<file path="config.mk">
export PLATFORM = sky130hd
export DESIGN_NAME = fvdc_counter_bank
export DESIGN_NICKNAME = d
export VERILOG_FILES = /design/src/rtl/fvdc_pkg.sv /design/src/rtl/fvdc_counter_bank.sv
export SDC_FILE = /design/constraint.sdc
export NUM_CORES = 1
export LEC_CHECK = 0
export BUFFER_PORTS_ARGS = -buffer_cell sky130_fd_sc_hd__buf_4
export CELL_PAD_IN_SITES_DETAIL_PLACEMENT = 0
export CELL_PAD_IN_SITES_GLOBAL_PLACEMENT = 2
export CORE_UTILIZATION = 37
export DETAILED_ROUTE_END_ITERATION = 10
export MAX_ROUTING_LAYER = met4
export PLACE_DENSITY_LB_ADDON = 0.1
export SETUP_SLACK_MARGIN = 0.3
export SLEW_MARGIN = 10
export SYNTH_ARGS = -nofsm -noshare
export SYNTH_HDL_FRONTEND = slang
export SYNTH_SLANG_ARGS = --single-unit
</file>
<file path="constraint.sdc">
create_clock -name clk_i -period 6 [get_ports clk_i]
set_clock_uncertainty 0.05 [all_clocks]
set_input_delay 0.6 -clock clk_i [delete_from_list [all_inputs] [get_ports clk_i]]
set_output_delay 0.6 -clock clk_i [all_outputs]
set_load 0.01 [all_outputs]
</file>
<file path="src/rtl/fvdc_pkg.sv">
// Shared types and constants of the fifth-order diagram counter.
`timescale 1ns / 1ps

package fvdc_pkg;

  // Input coordinate and result field widths
  localparam int IN_W  = 16;
  localparam int OUT_W = 40;

  // A pair difference is a sum of up to four steps
  localparam int DIFF_W = IN_W + 2;
  // The square of a pair difference is non-negative and at most 2^(2*DIFF_W-2)
  localparam int SQ_W   = 2 * DIFF_W - 1;
  // Sum of three squares
  localparam int SUM_W  = SQ_W + 2;

  // Counter slots, in result order
  localparam int CNT_RING            = 0;
  localparam int CNT_RING_C03        = 1;
  localparam int CNT_DIAMOND         = 2;
  localparam int CNT_RING_C03_24     = 3;
  localparam int CNT_RING_C02_24     = 4;
  localparam int CNT_DIAMOND_C13     = 5;
  localparam int CNT_RING_3C         = 6;
  localparam int CNT_RING_C02_24_13  = 7;
  localparam int CNT_RING_4C         = 8;
  localparam int CNT_COMPLETE        = 9;
  localparam int CNT_SAMPLES         = 10;
  localparam int NUM_CNT             = 11;

  typedef logic signed [IN_W-1:0] fvdc_coord_t;

  typedef struct packed {
    fvdc_coord_t x;
    fvdc_coord_t y;
    fvdc_coord_t z;
  } fvdc_vec_t;

  // Four displacements, index 0 is the first step
  typedef fvdc_vec_t [3:0] fvdc_steps_t;

  // Overlap flags of the six pairs that the diagrams use
  typedef struct packed {
    logic l02;
    logic l03;
    logic l04;
    logic l13;
    logic l14;
    logic l24;
  } fvdc_links_t;

  typedef struct packed {
    logic        valid;
    fvdc_links_t links;
  } fvdc_link_item_t;

  typedef logic [NUM_CNT-1:0][OUT_W-1:0] fvdc_counts_t;

endpackage

</file>
<file path="src/rtl/fvdc_counter_bank.sv">
// Saturating diagram and sample counters; the counter registers are the result.
`timescale 1ns / 1ps

module fvdc_counter_bank #(
  parameter int COUNT_BITS = 40
) (
  input  logic                      clk_i,
  input  logic                      rst_ni,
  input  fvdc_pkg::fvdc_link_item_t link_i,
  output logic                      ready_o,
  output logic                      valid_o,
  input  logic                      ready_i,
  output fvdc_pkg::fvdc_counts_t    count_o
);

  localparam int NC = fvdc_pkg::NUM_CNT;
  localparam int OW = fvdc_pkg::OUT_W;

  logic                          valid_q;
  logic                          take;
  logic [NC-1:0]                 hit;
  logic [NC-1:0][COUNT_BITS-1:0] cnt_q;
  logic [NC-1:0][COUNT_BITS-1:0] cnt_d;
  fvdc_pkg::fvdc_links_t         l;

  assign ready_o = !valid_q || ready_i;
  assign take    = link_i.valid && ready_o;
  assign valid_o = valid_q;
  assign l       = link_i.links;

  always_comb begin
    hit = '0;
    hit[fvdc_pkg::CNT_RING]           = l.l04;
    hit[fvdc_pkg::CNT_RING_C03]       = l.l04 && l.l03;
    hit[fvdc_pkg::CNT_DIAMOND]        = l.l14 && l.l03;
    hit[fvdc_pkg::CNT_RING_C03_24]    = l.l04 && l.l03 && l.l24;
    hit[fvdc_pkg::CNT_RING_C02_24]    = l.l04 && l.l02 && l.l24;
    hit[fvdc_pkg::CNT_DIAMOND_C13]    = l.l14 && l.l03 && l.l13;
    hit[fvdc_pkg::CNT_RING_3C]        = l.l04 && l.l03 && l.l24 && l.l02;
    hit[fvdc_pkg::CNT_RING_C02_24_13] = l.l04 && l.l02 && l.l24 && l.l13;
    hit[fvdc_pkg::CNT_RING_4C]        = l.l04 && l.l03 && l.l24 && l.l02 && l.l13;
    hit[fvdc_pkg::CNT_COMPLETE]       = l.l04 && l.l03 && l.l24 && l.l02 && l.l13
                                        && l.l14;
    hit[fvdc_pkg::CNT_SAMPLES]        = 1'b1;
  end

  for (genvar i = 0; i < NC; i++) begin : g_cnt
    // Advance on a hit, hold at all ones
    assign cnt_d[i] = (take && hit[i] && (cnt_q[i] != '1))
                      ? cnt_q[i] + COUNT_BITS'(1) : cnt_q[i];

    if (COUNT_BITS >= OW) begin : g_trunc
      assign count_o[i] = cnt_q[i][OW-1:0];
    end else begin : g_zext
      assign count_o[i] = {{(OW-COUNT_BITS){1'b0}}, cnt_q[i]};
    end
  end

  always_ff @(posedge clk_i or negedge rst_ni) begin
    if (!rst_ni) begin
      valid_q <= 1'b0;
      cnt_q   <= '0;
    end else begin
      cnt_q <= cnt_d;
      if (take) begin
        valid_q <= 1'b1;
      end else if (ready_i) begin
        valid_q <= 1'b0;
      end
    end
  end

  a_sample_step: assert property (@(posedge clk_i) disable iff (!rst_ni)
    take |=> ((cnt_q[fvdc_pkg::CNT_SAMPLES] ==
               $past(cnt_q[fvdc_pkg::CNT_SAMPLES]) + COUNT_BITS'(1))
              || (cnt_q[fvdc_pkg::CNT_SAMPLES] == '1)))
    else $error("sample counter did not advance on an item");

  a_idle_hold: assert property (@(posedge clk_i) disable iff (!rst_ni)
    !take |=> $stable(cnt_q))
    else $error("counters moved without an item");

  a_nesting: assert property (@(posedge clk_i) disable iff (!rst_ni)
    (cnt_q[fvdc_pkg::CNT_COMPLETE] <= cnt_q[fvdc_pkg::CNT_RING_4C])
    && (cnt_q[fvdc_pkg::CNT_RING_4C] <= cnt_q[fvdc_pkg::CNT_RING_3C])
    && (cnt_q[fvdc_pkg::CNT_RING_3C] <= cnt_q[fvdc_pkg::CNT_RING_C03_24])
    && (cnt_q[fvdc_pkg::CNT_RING_C03_24] <= cnt_q[fvdc_pkg::CNT_RING_C03])
    && (cnt_q[fvdc_pkg::CNT_RING_C03] <= cnt_q[fvdc_pkg::CNT_RING])
    && (cnt_q[fvdc_pkg::CNT_RING_C02_24_13] <= cnt_q[fvdc_pkg::CNT_RING_C02_24])
    && (cnt_q[fvdc_pkg::CNT_RING_C02_24] <= cnt_q[fvdc_pkg::CNT_RING])
    && (cnt_q[fvdc_pkg::CNT_DIAMOND_C13] <= cnt_q[fvdc_pkg::CNT_DIAMOND])
    && (cnt_q[fvdc_pkg::CNT_DIAMOND] <= cnt_q[fvdc_pkg::CNT_SAMPLES])
    && (cnt_q[fvdc_pkg::CNT_RING] <= cnt_q[fvdc_pkg::CNT_SAMPLES]))
    else $error("sub-diagram counter exceeds its parent");

endmodule
</file>
Word-level counts from Yosys, hierarchy flattened
Cells that the tools add are included.

word-level totals
  output and inout port bits = 442
  bits in latches = 0
  bits in read-only memories = 0
  input bits = 10
  memories kept = 0
  register bits after elaboration = 441
  bits in writable memories = 0

operators by class
  multiply operators = 0
  bitwise gates (word level) = 0
  $add $sub $neg = 11
  shift operators = 0
  $lt $le $gt $ge = 0
  divide/modulo/power cells = 0
  eq/ne operators = 11
  reductions and logical operators = 35
  muxes and demuxes = 2

operators by type and width
  kind                                            number
  adder 40 x 1 -> 40 bit (second input constant)  11
  != test 40 bit (second input constant)          11
  logical AND 1 bit                               32
  two-way mux 1 bit                               2
  nonzero test 2 bit                              1
  zero test 1 bit                                 1
  logical OR 1 bit                                1

Depth between registers and ports, before layout
  depth after elaboration = 7
  mapped depth = 9

Worst setup path after synthesis
OpenSTA, ideal clock, no wires.

  kind = input to register
  start point = input link_i[6] in the netlist's numbering
  end point = register cnt_q, in the netlist count_o[118]
  setup slack = 3.836 ns
  cell stages on the path = 7
  path buffers = 1
  arrival = 1.987 ns
  data required time = 5.824 ns
  cell sequence = inv_2 > or4_4 > nor4_2 > and2b_1 > buf_4 > nand4_1 > xnor2_1

between the ends
  longest elaborated chain between the ends = 3

ends and longest elaborated chain
  element                         line                     source
  start, declared                 fvdc_counter_bank.sv:9   input fvdc_pkg::fvdc_link_item_t link_i,
  logical AND 1 bit               fvdc_counter_bank.sv:27  assign take = link_i.valid && ready_o;
  logical AND 1 bit (2 in a row)  fvdc_counter_bank.sv:49  assign cnt_d[i] = (take && hit[i] && (cnt_q[i] != '1))
  end signal, assigned            fvdc_counter_bank.sv:64  cnt_q <= cnt_d;
  end, declared                   fvdc_counter_bank.sv:22  logic [NC-1:0][COUNT_BITS-1:0] cnt_q;

No other way between the ends.
A chain may end at the register's enable or synchronous reset.

Worst setup path in the final report
  start point = register valid_q (netlist: valid_o)
  end point = register cnt_q, in the netlist count_o[316]

between the ends
  longest elaborated chain between the ends = 5

ends and longest elaborated chain
  element                         line                     source
  start, declared                 fvdc_counter_bank.sv:19  logic valid_q;
  start signal, assigned          fvdc_counter_bank.sv:61  valid_q <= 1'b0;
  start signal, assigned          fvdc_counter_bank.sv:66  valid_q <= 1'b1;
  start signal, assigned          fvdc_counter_bank.sv:68  valid_q <= 1'b0;
  zero test 1 bit                 fvdc_counter_bank.sv:26  assign ready_o = !valid_q || ready_i;
  logical OR 1 bit                fvdc_counter_bank.sv:26
  logical AND 1 bit               fvdc_counter_bank.sv:27
  logical AND 1 bit (2 in a row)  fvdc_counter_bank.sv:49

No other way between the ends.

==> results.ini <==
[status]
status = finished with violations
violations = negative hold slack

[synthesis]
synth_top_family_by_area = simple AND/OR/NAND/NOR gates
synth_edf_count = 0
syn_inst = 1962
dominantRegCellSynth = dfrtp_1
yosys.area_share.simple_pct = 25.7
synth.area.top_cells = dfrtp_1, xnor2_1, xor2_1, nand3_1, nand4_1
syn_area_mm2 = 0.0209
muxShareOfSynthArea_pct = 0.837
yosys_warnings = 0
synth_cell_type_count = 67
synth_nets = 1983
synth_most_common_cell = dfrtp_1
synth-compound-area-share_pct = 1.46
ys_ff_latch = 441
syn_avg_cell_area_um2 = 10.7
synthXorXnorAreaFrac_pct = 17.3
synthTopCellsByCount = dfrtp_1, xnor2_1, nand3_1, nand2_1, nand4_1
synth_top_area_share_pct = 52.7
synthAdderAreaFrac_pct = 0.658
ys_async_sr_fraction_pct = 100
seq_area_frac_synth_pct = 52.7
yosys.area.top_type = dfrtp_1

[die]
die_h_um = 240
die_area_mm2 = 0.0575
initial_core_util_pct = 37.7
ioPinCount = 452
die_w_um = 240
core_region_area_mm2 = 0.0555
num_rows = 86

[flow_run]
cap_violations = 0

[global_route]
grt_max_degree = 129
grt_pass1_vias = 16181
grt_pass1_wl_mm = 95.0
overflow = 0
antenna_found_initial = 5
grt_use_total_pct = 21.8

[place]
dpl.cell_count = 3137
gp_congestion = 0.824
port_buffers = 451
dp_hpwl_mm = 45.9

[cts]
cts_hold_buf = 0
root_buffer = clkbuf_16
clock_latency_ns = 0.59
cts_resized = 0
cts_tree = yes
clk_path_buf_depth = 3
clock_sinks = 441
clkTransAtPathRegs_ns = 0.06
htreeDepth = 2
cts_buffers = 51
post-cts-setup-buffers = 0

[worst_setup_path]
cp_cell_sequence = nor2b_2, inv_1, and3_1, nand2_1, nor4b_2, nand4_1, xnor2_1
reg2reg_from = valid_o
critPathBufInv = 1
critical_path.max_fanout = 15
max_stage_delay_ns = 0.92
start_kind = flop
reg2reg_slack_ns = 2.95
cp.required_ns = 6.42
crit_type = flop to flop
end_kind = flop
critical_path.top_delay_family = simple AND/OR/NAND/NOR gates
critical-path-slowest-cell = nor4b_2
crit_start = valid_o
cp.arrival_ns = 3.47

[timing]
holdWs_ns = -0.0339
min_period_over_period_pct = 50.8
final-setup-viol-count = 0
worst_slew_pin_slew_ns = 1.15
tns_ns = 0
fmax_mhz = 328
hold_viol = 8
fin_crit_ns = 3.05
slew_headroom_pct = 23.4
drv_slew = 0
rsz0062_at_grt = no

[power]
p_per_area_mw_per_mm2 = 258
vdd_drop_max_v = 0.000199
p_clk_share_pct = 44.7
combinationalPowerShare_pct = 7.9
pwr-share-seq_pct = 47.4
p_sw_share_pct = 24.9
p_sw_mw = 1.72
leakage_nw = 12.7
p_int_mw = 5.19

[route]
routed_wirelength_mm = 61.1
drc = 0
ant_nets = 0
vias = 16557
wl_per_cell_um = 18.9
vias_per_cell = 5.12
dr.pass1.iters = 5
drt_iter0_drc = 761

[final_layout]
stdcell_count = 3233
final_net_count = 2463
fillCellCount = 5332
drive_above_1_share_pct = 23.5
area_growth_syn_to_layout_pct = 28.3
register_area_mm2 = 0.0110
multiInputGateArea_mm2 = 0.00962

[worst_hold_path]
min_path_type = primary input to async pin

[power by group through the flow]
stage | logic, mW | clock network [mW] | registers (mW)
2_1_floorplan | 0.196 | 0 | 3.33
3_3_place_gp | 0.557 | 0 | 3.32
3_5_place_dp | 0.563 | 0 | 3.32
4_1_cts | 0.564 | 3.19 | 3.27
5_1_grt | 0.610 | 3.30 | 3.30
6_report | 0.549 | 3.09 | 3.27
[state kept, by name, summed over array words and instances (netlist names)]
| name | cells |
|---|---|
| count_o | 440 |
| valid_o | 1 |
[layer usage]
layer | vias up | wire length [um] | GRT usage (%)
met5 | - | 0 | -
met4 | 0 | 2040 | 8.34
met3 | 105 | 4020 | 5.64
met2 | 372 | 28100 | 32.7
met1 | 8164 | 26900 | 28.1
li1 | 7916 | - | -
[per-stage QoR]
| step | hold WS, ns | worst slack [ns] | utilization, % | power [mW] | instance area, um^2 |
|---|---|---|---|---|---|
| after floorplan | 0.254 | 3.84 | - | 3.52 | 20900 |
| after global placement | 0.421 | 2.84 | 45.4 | 3.88 | 25200 |
| after detailed placement | 0.429 | 2.80 | 45.4 | 3.89 | 25200 |
| after CTS | 0.00438 | 2.98 | 48.3 | 7.03 | 26800 |
| after global routing | 0.0251 | 2.75 | 48.4 | 7.21 | 26900 |
| final | -0.0339 | 2.95 | 48.4 | 6.91 | 26900 |
[placed cells by master (no fill, tap or decap), types with 3 or more instances in the layout]
cell	n
nand3_1	195
and3_1	74
nand2b_1	4
o21a_1	3
nand4_1	152
xnor2_1	276
a21oi_1	11
dfrtp_1	441
mux2i_1	4
inv_1	36
clkbuf_16	53
buf_4	451
nand4_2	4
nor2_1	126
clkbuf_8	9
nand3b_1	4
and2_1	18
or2_2	4
or3_1	6
nor4_1	29
nand4b_1	3
nor4_4	6
clkinv_2	8
buf_12	3
nor3_1	80
a31oi_1	5
nand2_1	190
or4_1	4
xor2_1	137
nor3_2	3
ha_1	11
clkbuf_1	17
and4_1	47
mux2_2	12
bufinv_16	3
diode_2	5
[worst register-to-register path, cell delays in order (launching register included)]
cell and delay [ns]:
dfrtp_1 0.38, nor2b_2 0.21, inv_1 0.37, and3_1 0.43
nand2_1 0.21, nor4b_2 0.92, nand4_1 0.21, xnor2_1 0.17
[logic make-up after synthesis]
family,count (synthesis)
and+or+nand+nor,979
DFF,441
xor gates and xnor gates,413
buffers and inverters,65
AOI/OAI and AO/OA,37
muxes,16
adders and majority gates,11
[path summary, 6_finish.rpt]
path | endpoint | cells past startpoint
setup / recovery | count_o[316] | 7
hold / removal | count_o[68] | 1
setup reg to reg | count_o[316] | 7
hold reg to reg | count_o[140] | 1
max in group asynchronous | count_o[439] | 2
min in group clk_i | valid_o | 3
[final cells by class]
class,count,area share [%]
antenna,5,0.0466
tap,748,3.49
multi-input combinational,1456,35.8
inverter,37,0.517
timing repair buffer,455,12.9
sequential,441,41.1
clock buffer,79,5.64
clock inverter,12,0.513
(Power assumes the default switching activity.)
